## config.mk

```make
export PLATFORM = sky130hd
export DESIGN_NAME = bbd_interp
export DESIGN_NICKNAME = d
export VERILOG_FILES = /design/src/hw/rtl/bbd_pkg.sv /design/src/hw/rtl/bbd_interp.sv
export SDC_FILE = /design/constraint.sdc
export NUM_CORES = 1
export LEC_CHECK = 0
export ABC_AREA = 1
export BUFFER_PORTS_ARGS = -buffer_cell sky130_fd_sc_hd__buf_2
export CAP_MARGIN = 20
export CORE_UTILIZATION = 42
export DETAILED_ROUTE_END_ITERATION = 10
export GPL_ROUTABILITY_DRIVEN = 0
export PLACE_DENSITY_LB_ADDON = 0.2
export SLEW_MARGIN = 20
export SYNTH_ARGS = -nofsm -noshare
export SYNTH_HDL_FRONTEND = slang
export SYNTH_SLANG_ARGS = --single-unit
```

## constraint.sdc

```tcl
create_clock -name vclk -period 6.1
set_input_delay 0.915 -clock vclk [all_inputs]
set_output_delay 0.915 -clock vclk [all_outputs]
set_load 0.1 [all_outputs]
```

## src/hw/rtl/bbd_pkg.sv

```systemverilog
package bbd_pkg;

    localparam int MAX_WIDTH  = 4096;
    localparam int MAX_HEIGHT = 4096;
    localparam int COL_W      = $clog2(MAX_WIDTH);
    localparam int ROW_W      = 13;
    localparam int DIM_W      = 13;
    localparam int CFG_W      = 13;
    localparam int CFG_IDX_W  = 2;

    localparam logic [CFG_IDX_W-1:0] REG_FRAME_WIDTH    = 2'd0;
    localparam logic [CFG_IDX_W-1:0] REG_FRAME_HEIGHT   = 2'd1;
    localparam logic [CFG_IDX_W-1:0] REG_MOSAIC_PATTERN = 2'd2;
    localparam logic [CFG_IDX_W-1:0] REG_SAMPLE_BITS    = 2'd3;

    localparam logic [2:0] PAT_GRAY = 3'd0;
    localparam logic [2:0] PAT_RGGB = 3'd1;
    localparam logic [2:0] PAT_BGGR = 3'd2;
    localparam logic [2:0] PAT_GRBG = 3'd3;
    localparam logic [2:0] PAT_GBRG = 3'd4;

    localparam logic [7:0] ALPHA_OPAQUE = 8'hFF;

    typedef struct packed {
        logic        kind;
        logic [31:0] raw_sample;
    } sample_t;

    typedef struct packed {
        logic [7:0] red;
        logic [7:0] green;
        logic [7:0] blue;
        logic [7:0] alpha;
        logic       frame_end;
    } pixel_t;

    // one column of the 3x3 window, rows above, at and below the centre
    typedef struct packed {
        logic [7:0] t;
        logic [7:0] m;
        logic [7:0] b;
    } column_t;

    typedef struct packed {
        logic       clamp_top;
        logic       clamp_bot;
        logic       px_odd;
        logic       py_odd;
        logic [2:0] pattern;
        logic       last;
    } interp_ctl_t;

endpackage

```

## src/hw/rtl/bbd_interp.sv

```systemverilog
module bbd_interp
    import bbd_pkg::*;
(
    input  column_t     left,
    input  column_t     centre,
    input  column_t     right,
    input  interp_ctl_t ctl,
    output pixel_t      pix
);

    column_t    l_c;
    column_t    c_c;
    column_t    r_c;
    logic [8:0] hor;
    logic [8:0] ver;
    logic [9:0] cross_sum;
    logic [9:0] diag_sum;
    logic [7:0] cross_avg;
    logic [7:0] diag;
    logic       rx;
    logic       ry;
    logic       colour;
    logic       r_col;
    logic       r_row;

    function automatic column_t clamp_col(column_t c, logic top, logic bot);
        column_t o;
        o.t = top ? c.m : c.t;
        o.m = c.m;
        o.b = bot ? c.m : c.b;
        return o;
    endfunction

    always_comb
    begin
        l_c = clamp_col(left, ctl.clamp_top, ctl.clamp_bot);
        c_c = clamp_col(centre, ctl.clamp_top, ctl.clamp_bot);
        r_c = clamp_col(right, ctl.clamp_top, ctl.clamp_bot);

        hor       = {1'b0, l_c.m} + {1'b0, r_c.m};
        ver       = {1'b0, c_c.t} + {1'b0, c_c.b};
        cross_sum = {1'b0, hor} + {1'b0, ver};
        diag_sum  = {2'b00, l_c.t} + {2'b00, r_c.t} + {2'b00, l_c.b} + {2'b00, r_c.b};
        cross_avg = cross_sum[9:2];
        diag      = diag_sum[9:2];

        colour = 1'b1;
        rx     = 1'b0;
        ry     = 1'b0;
        case (ctl.pattern)
            PAT_RGGB:
            begin
                rx = 1'b0; ry = 1'b0;
            end
            PAT_BGGR:
            begin
                rx = 1'b1; ry = 1'b1;
            end
            PAT_GRBG:
            begin
                rx = 1'b1; ry = 1'b0;
            end
            PAT_GBRG:
            begin
                rx = 1'b0; ry = 1'b1;
            end
            default:
            begin
                colour = 1'b0;
            end
        endcase

        r_col = (ctl.px_odd == rx);
        r_row = (ctl.py_odd == ry);

        pix.red       = c_c.m;
        pix.green     = c_c.m;
        pix.blue      = c_c.m;
        pix.alpha     = ALPHA_OPAQUE;
        pix.frame_end = ctl.last;
        if (colour)
        begin
            if (r_col && r_row)
            begin
                pix.green = cross_avg;
                pix.blue  = diag;
            end
            else if (!r_col && !r_row)
            begin
                pix.green = cross_avg;
                pix.red   = diag;
            end
            else if (r_row)
            begin
                pix.red  = hor[8:1];
                pix.blue = ver[8:1];
            end
            else
            begin
                pix.red  = ver[8:1];
                pix.blue = hor[8:1];
            end
        end
    end

endmodule

```

==> results.md, run 1 <==
- The class of the tightest hold or removal check is primary input to output port.
- The max capacitance violation total is 0.
- The area of all placed cells without fillers is 3689 sq um.
- Once the clock tree was built, the resizer swapped 0 gates to a different size.
- The first global-routing pass estimated 14.93 mm of wire.
- The remaining antenna violation count is 0.
- For this design the static power due to leakage is 2.189 nW.
- After clock tree synthesis, the setup repair step added 0 buffers.
- The clock buffer count in the final layout is 0.
- The full die area is 7837 sq um.
- The share of total power dissipated in sequential elements is 0%.
- The share of total power in combinational logic is 100.0%.
- Of the total power, the clock network draws 0%.
- Static timing analysis puts the maximum clock frequency at 179.9 MHz.
- The final-report hold violation count is 0.
- The synthesized instance count is 568.
- The worst setup path is of the primary input to output port kind.
- Summed over all nets, the switching power comes to 0.7228 mW.
- Setup violations remaining at the end of the flow were counted as 0.
- The worst pin sits at a relative slew slack of 54.50%.
- The port buffer count is 103.
- The total via count after detailed routing is 3805.
- Counting I/O delays and the setup requirement, the final critical path takes 5.558 ns.
- The post-route netlist has 19.51% of its cells at a drive strength greater than 1.
- After detailed routing, the number of remaining DRC violations is 0.
- The proportion of total power due to net switching is 71.75%.
- In the finished design, the share of the clock period the worst path needs comes to 91.11%.
- For the pin with the worst max-slew slack, the measured transition is 0.6824 ns.
- During synthesis, Yosys emitted a total of 0 warnings.
- The tightest hold path in the finished design has a slack of 1.831 ns.
- In the layout the commonest cells are 194 x sky130_fd_sc_hd__nand2_1, 103 x sky130_fd_sc_hd__buf_2, 88 x sky130_fd_sc_hd__inv_1.
- The overall power is 1.007 mW.
- The most common library cell in the layout ignoring fill and taps is sky130_fd_sc_hd__nand2_1.
- IR analysis of the VDD net gives a maximum drop of 0.09825 mV.
- In the finished design the tool counted flip-flops and latches totalling 0.
- After synthesis, the netlist uses 38 different library cells.
- The flow ran to the end, and the final reports show no timing, DRC or antenna violations.
- The half-perimeter wire length of the detailed placement result is 7.714 mm.
- For this run, the detailed router's first-pass iteration total came to 6.
- The cell area power density is 273.1 nW/um^2.
- The internal power component is 0.2845 mW.
- The sequential cell area is 0 sq um.
- The starting utilization of the core area is 43.35%.
- A synthesized cell averages 5.536 sq um.
- After detailed routing, the average wire length per cell comes to 11.90 um.
- The highest net fanout along the worst path is 44.
- The initial DRC count is 183.
- The final global-route overflow total is 0.
- Setup repair after global routing left no endpoint under its margin.
- The total count of max-transition violations in the final report came to 0.
- The repair_antennas step left the layout with diodes totalling 0.
- The post-layout net count is 787.
- The height of the die is 88.53 um.
- The sequential area share after synthesis is 0%.
- The placeable core region is 7253 sq um.
- Data on the critical path is required at its endpoint by 5.18 ns.
- Hold repair after CTS inserted 0 buffers.
- For this block, the routed nets add up to 8.985 mm of wire.
- The initial antenna violation count is 0.
- STA classifies the critical path startpoint as a primary input.
- The total routing usage reported by global routing is 23.42%.
- The number of global-route vias before repair is 3449.
- The placed instances occupy a cell area of 3689 sq um.
- The count of pins on the block boundary is 113.
- The worst setup path is captured at an output port.
- The maximum number of pins on one net before global-route repair is 45.
- Data on the critical path arrives at its endpoint at 4.64 ns.
- The via count normalized by instance count is 5.040.
- The total negative setup slack is 0 ns.
- The number of placement rows is 31.
- The netlist area before placement is 3144 sq um.
- In this run the horizontal extent of the chip is 88.53 um.
- The area growth from synthesis to layout is 17.31%.
==> routing by layer <==
layer / vias to the layer above / part of all wire, % / global-route usage (%)
li1: 1963 / - / -
met4: 0 / 1.6 / 3.079
met1: 1677 / 46 / 31.91
met3: 10 / 6.8 / 0.3731
met5: - / 0 / 0
met2: 155 / 45 / 42.38
==> power by group through the flow <==
stage	Clock [mW]	Sequential (mW)	Combinational, mW
2_1_floorplan	0	0	0.821
3_3_place_gp	0	0	0.990
3_5_place_dp	0	0	0.997
4_1_cts	0	0	1.00
5_1_grt	0	0	1.12
6_report	0	0	1.01
==> metrics by stage <==
| step | cells | worst slack [ns] | utilization [%] |
|---|---|---|---|
| floorplan | 575 | 0.08766 | - |
| global placement | 755 | 0.6168 | 50.85 |
| detailed placement | 755 | 0.5366 | 50.85 |
| CTS | 755 | 0.5398 | 50.85 |
| global route | 755 | 0.2593 | 50.85 |
| finish | 755 | 0.5424 | 50.85 |
==> kinds of logic (layout without fill, tap and decap cells) <==
family,after synthesis,count (layout),synth area share [%]
XOR/XNOR,12,12,3.582
AND/OR/NAND/NOR,294,294,39.20
multiplexers,5,5,1.751
buffers and inverters,112,193,15.12
adder cells (fa/ha/maj),49,49,23.80
AO/OA/AOI/OAI,95,95,16.43
other,1,8,0.1193
==> critical path, cell delays in order <==
cell                      delay [ns]
sky130_fd_sc_hd__buf_2          0.53
sky130_fd_sc_hd__mux2_2         0.43
sky130_fd_sc_hd__fa_1           0.54
sky130_fd_sc_hd__inv_1          0.05
sky130_fd_sc_hd__fa_1           0.52
sky130_fd_sc_hd__inv_1          0.04
sky130_fd_sc_hd__ha_1           0.35
sky130_fd_sc_hd__nand2_1        0.10
sky130_fd_sc_hd__o21ai_0        0.19
sky130_fd_sc_hd__a21oi_1        0.10
sky130_fd_sc_hd__or2_2          0.29
sky130_fd_sc_hd__nand3_1        0.09
sky130_fd_sc_hd__nand2_1        0.05
sky130_fd_sc_hd__inv_1          0.04
sky130_fd_sc_hd__buf_2          0.41
==> final timing paths <==
kind,start,endpoint,slack [ns],cells after the start
setup / recovery,ctl[6],pix[32],0.54,15
hold / removal,ctl[0],pix[0],1.83,0
==> final cells by class <==
class	instances	area (sq um)
multi-input combinational	463	2708
tap	99	123.9
fill	813	3565
timing repair buffer	104	523.0
inverter	89	334.1
==> cell usage after synthesis (2+ instances only) <==
master	count	area [sq um]
sky130_fd_sc_hd__nand2_1	194	728.2
sky130_fd_sc_hd__inv_1	88	330.3
sky130_fd_sc_hd__o21ai_0	48	240.2
sky130_fd_sc_hd__nand3_1	40	200.2
sky130_fd_sc_hd__nor2_1	34	127.6
sky130_fd_sc_hd__ha_1	31	387.9
sky130_fd_sc_hd__a21oi_1	30	150.1
sky130_fd_sc_hd__fa_1	18	360.4
sky130_fd_sc_hd__buf_4	10	75.07
sky130_fd_sc_hd__clkbuf_1	9	33.78
sky130_fd_sc_hd__xor2_1	8	70.07
sky130_fd_sc_hd__a31oi_1	5	31.28
sky130_fd_sc_hd__nand2_2	5	31.28
sky130_fd_sc_hd__or2_2	5	31.28
sky130_fd_sc_hd__mux2_2	4	45.04
sky130_fd_sc_hd__nand4_1	4	25.02
sky130_fd_sc_hd__nand3b_1	3	22.52
sky130_fd_sc_hd__o21ai_1	3	15.01
sky130_fd_sc_hd__xnor2_1	3	26.28
sky130_fd_sc_hd__and2_1	2	12.51
sky130_fd_sc_hd__buf_2	2	10.01
sky130_fd_sc_hd__buf_6	2	22.52
sky130_fd_sc_hd__nand3_2	2	20.02
sky130_fd_sc_hd__nor3_1	2	10.01
sky130_fd_sc_hd__o211ai_1	2	15.01
sky130_fd_sc_hd__o21bai_1	2	15.01
No activity file was read; power rests on OpenSTA's default activity.
==> inputs of run 2 (changes only) <==
--- a/config.mk
+++ b/config.mk
@@ -5,7 +5,6 @@
 export SDC_FILE = /design/constraint.sdc
 export NUM_CORES = 1
 export LEC_CHECK = 0
-export ABC_AREA = 1
 export BUFFER_PORTS_ARGS = -buffer_cell sky130_fd_sc_hd__buf_2
 export CAP_MARGIN = 20
 export CORE_UTILIZATION = 42
==> results.md, run 2 <==
- The placeable core region is 6756 sq um.
- For this run, the total global-route usage over all layers was measured as 21.34%.
- The post-layout net count is 586.
- For this run, design rule violations remaining after detail routing come to 0.
- The fill cell instance count of the final layout is 677.
- The clock period minus final worst setup slack is 5.727 ns.
- The clock buffer count in the final layout is 0.
- The most common library cell in the layout ignoring fill and taps is sky130_fd_sc_hd__buf_2.
- The final global-route overflow total is 0.
- The area share of the largest cell type after synthesis is 13.25%.
- Of the total power, the clock network draws 0%.
- In this run the tightest slew margin relative to its limit is 33.45%.
- The mean routed wirelength per cell is 14.21 um.
- The final-report hold violation count came to 0.
- After detailed routing, the total wire length is 7.601 mm.
- The highest achievable clock rate is 174.6 MHz.
- Summed over all cells, the static leakage comes to 1.774 nW.
- The worst hold path stage count is 0.
- The proportion of total power due to net switching is 67.09%.
- The per-instance average area after synthesis is 8.066 sq um.
- The total via count after detailed routing is 2962.
- During I/O placement, the number of pins put on the boundary was 113.
- Setup repair after global routing left no endpoint under its margin.
- In this design, the stage delay of the slowest critical-path cell is 0.55 ns.
- The kind of cell with the highest combined delay along the critical path is adder cells.
- The sequential cell area is 0 sq um.
- The share of total power in combinational logic is 100.0%.
- The worst hold path terminates at pix[0].
- In the post-synthesis netlist, the cell with the most instances is sky130_fd_sc_hd__mux2i_1.
- The detailed-routing iteration count for the pre-antenna-repair pass is 6.
- The tool flagged a number of max-cap violations equal to 0.
- The height of the die is 85.49 um.
- The number of distinct library cell variants in the gate-level netlist after synthesis is 56.
- The net switching power of the design is 0.6981 mW.
- The multi-input gate area in the final layout is 2750 sq um.
- Synthesis handed over a netlist of 363 instances.
- The netlist area before placement is 2928 sq um.
- Entering global routing, the biggest net connects 18 pins.
- The number of placement rows is 30.
- In this run, flip-flops and latches consume 0% of the power.
- The number of gates resized after CTS was 0.
- The remaining antenna violation count is 0.
- The yosys synthesis warning count is 0.
- The critical path startpoint is ctl[6].
- The highest net fanout along the worst path is 17.
- Of the cells placed in the final design, the portion with a size suffix greater than 1 is 31.65%.
- The total count of max-transition violations in the final report is 0.
- The via count normalized by instance count is 5.536.
- The internal power component is 0.3424 mW.
- Across all hold checks on the routed design, the worst slack comes to 1.830 ns.
- The commonest cells after synthesis are 33 x sky130_fd_sc_hd__mux2i_1, 31 x sky130_fd_sc_hd__ha_1, 23 x sky130_fd_sc_hd__nand2_1.
- The slowest stage of the critical path belongs to the cell sky130_fd_sc_hd__fa_1.
- The number of global-route vias before repair was 2791.
- The global-route wire length before repair is 13.06 mm.
- The number of hold buffers added after CTS was 0.
- The floorplan step defined a die boundary enclosing 7309 sq um.
- The run finished with clean final reports.
- The worst vdd rail ir drop is 0.1792 mV.
- Ranked by total cell area, the synthesized netlist is headed by sky130_fd_sc_hd__ha_1 13%, sky130_fd_sc_hd__fa_1 12%, sky130_fd_sc_hd__mux2i_1 11%, sky130_fd_sc_hd__mux2_2 8.5%, sky130_fd_sc_hd__xnor2_1 5.1%.
- Among the stages of the critical path, the cell type that occurs most often is sky130_fd_sc_hd__fa_1.
- Setup violations remaining at the end of the flow were counted as 0.
- The startpoint identified for the worst hold timing path is ctl[0].
- There are 0 flip-flops and latches.
- Together, buffers and inverters on the worst path number 3.
- The element type at the critical path start is a primary input.
- In this run, placement finished with an instance count of 535.
- For the pin with the worst max-slew slack, the measured transition is 0.9911 ns.
- Compared with the post-synthesis result, the final layout area differs by 20.60%.
- The starting utilization of the core area is 43.33%.
- The required time of the critical path is 5.18 ns.
- The width of the die is 85.49 um.
- The final non-filler cell total is 535.
- The cell area power density is 294.7 nW/um^2.
- Summed over all nets, the half-perimeter wirelength after detailed placement is 6.639 mm.
- 0 antenna diodes ended up in the layout.
- The worst hold path belongs to the class primary input to output port.
- The sequential area share after synthesis is 0%.
- Summed over all instances, the cell type with the most area after synthesis is sky130_fd_sc_hd__ha_1.
- The initial DRC count is 119.
- The initial antenna violation count is 0.
- The port buffer count is 103.
- The critical path is of the primary input to output port type.
- For the final routed database, the setup TNS stands at 0 ns.
- STA puts the critical path data arrival time at 4.81 ns.
- The library cells used most frequently in the layout, excluding fill and tap cells, are 101 x sky130_fd_sc_hd__buf_2, 33 x sky130_fd_sc_hd__mux2i_1, 31 x sky130_fd_sc_hd__ha_1.
- The endpoint kind of the worst setup timing path is an output port.
- Traced cell by cell, the critical path runs through buf_2 > mux2i_1 > fa_1 > fa_1 > inv_1 > fa_1 > a211o_1 > a211oi_1 > o21bai_1 > a21oi_1 > mux2i_1 > a221o_1 > buf_2.
- The final cycle utilization of the critical path is 93.88%.
- The post-CTS repair timing setup buffer count is 0.
[run 2: metal layers]
layer	global-route usage [%]	share of wire, %	vias to the layer above
met5	0	0	-
met4	0.9091	0.34	0
met3	0.9625	4.9	2
met2	36.95	46	84
met1	30.90	49	1343
li1	-	-	1533
[run 2: worst max-delay path by stage]
stage | end | slack (ns) | cells past startpoint
after floorplan | pix[14] | -0.47 | 13
after global placement | pix[16] | 0.39 | 13
after detailed placement | pix[23] | 0.37 | 14
after CTS | pix[16] | 0.35 | 13
after global routing | pix[23] | 0.04 | 15
final | pix[16] | 0.37 | 13
[run 2: cell families after synthesis]
logic type                 synth area share (%)
AOI/OAI and AO/OA                         27.91
muxes                                     19.74
xor gates and xnor gates                  7.778
buffers and inverters                     8.205
adders and majority gates                 25.56
other                                    0.1281
and+or+nand+nor                           10.68
[run 2: layout make-up]
| type | instances | area share, % |
|---|---|---|
| Inverter | 22 | 2.339 |
| Multi-Input combinational cell | 323 | 77.89 |
| Tap cell | 80 | 2.835 |
| Timing Repair Buffer | 110 | 16.94 |
[run 2: power groups by stage]
stage / Clock [mW] / Combinational (mW) / Sequential (mW)
after floorplan: 0 / 0.853 / 0
after global placement: 0 / 1.03 / 0
after detailed placement: 0 / 1.04 / 0
after CTS: 0 / 1.04 / 0
after global routing: 0 / 1.13 / 0
final: 0 / 1.04 / 0
[run 2: per-stage QoR]
stage                     utilization (%)  cell area [sq um]  power (mW)  setup WS [ns]
after floorplan                         -               2990      0.8534        -0.4711
after global placement              52.26               3531       1.026         0.3921
after detailed placement            52.26               3531       1.038         0.3662
after CTS                           52.26               3531       1.041         0.3527
after global routing                52.26               3531       1.131        0.03940
final                               52.26               3531       1.041         0.3733
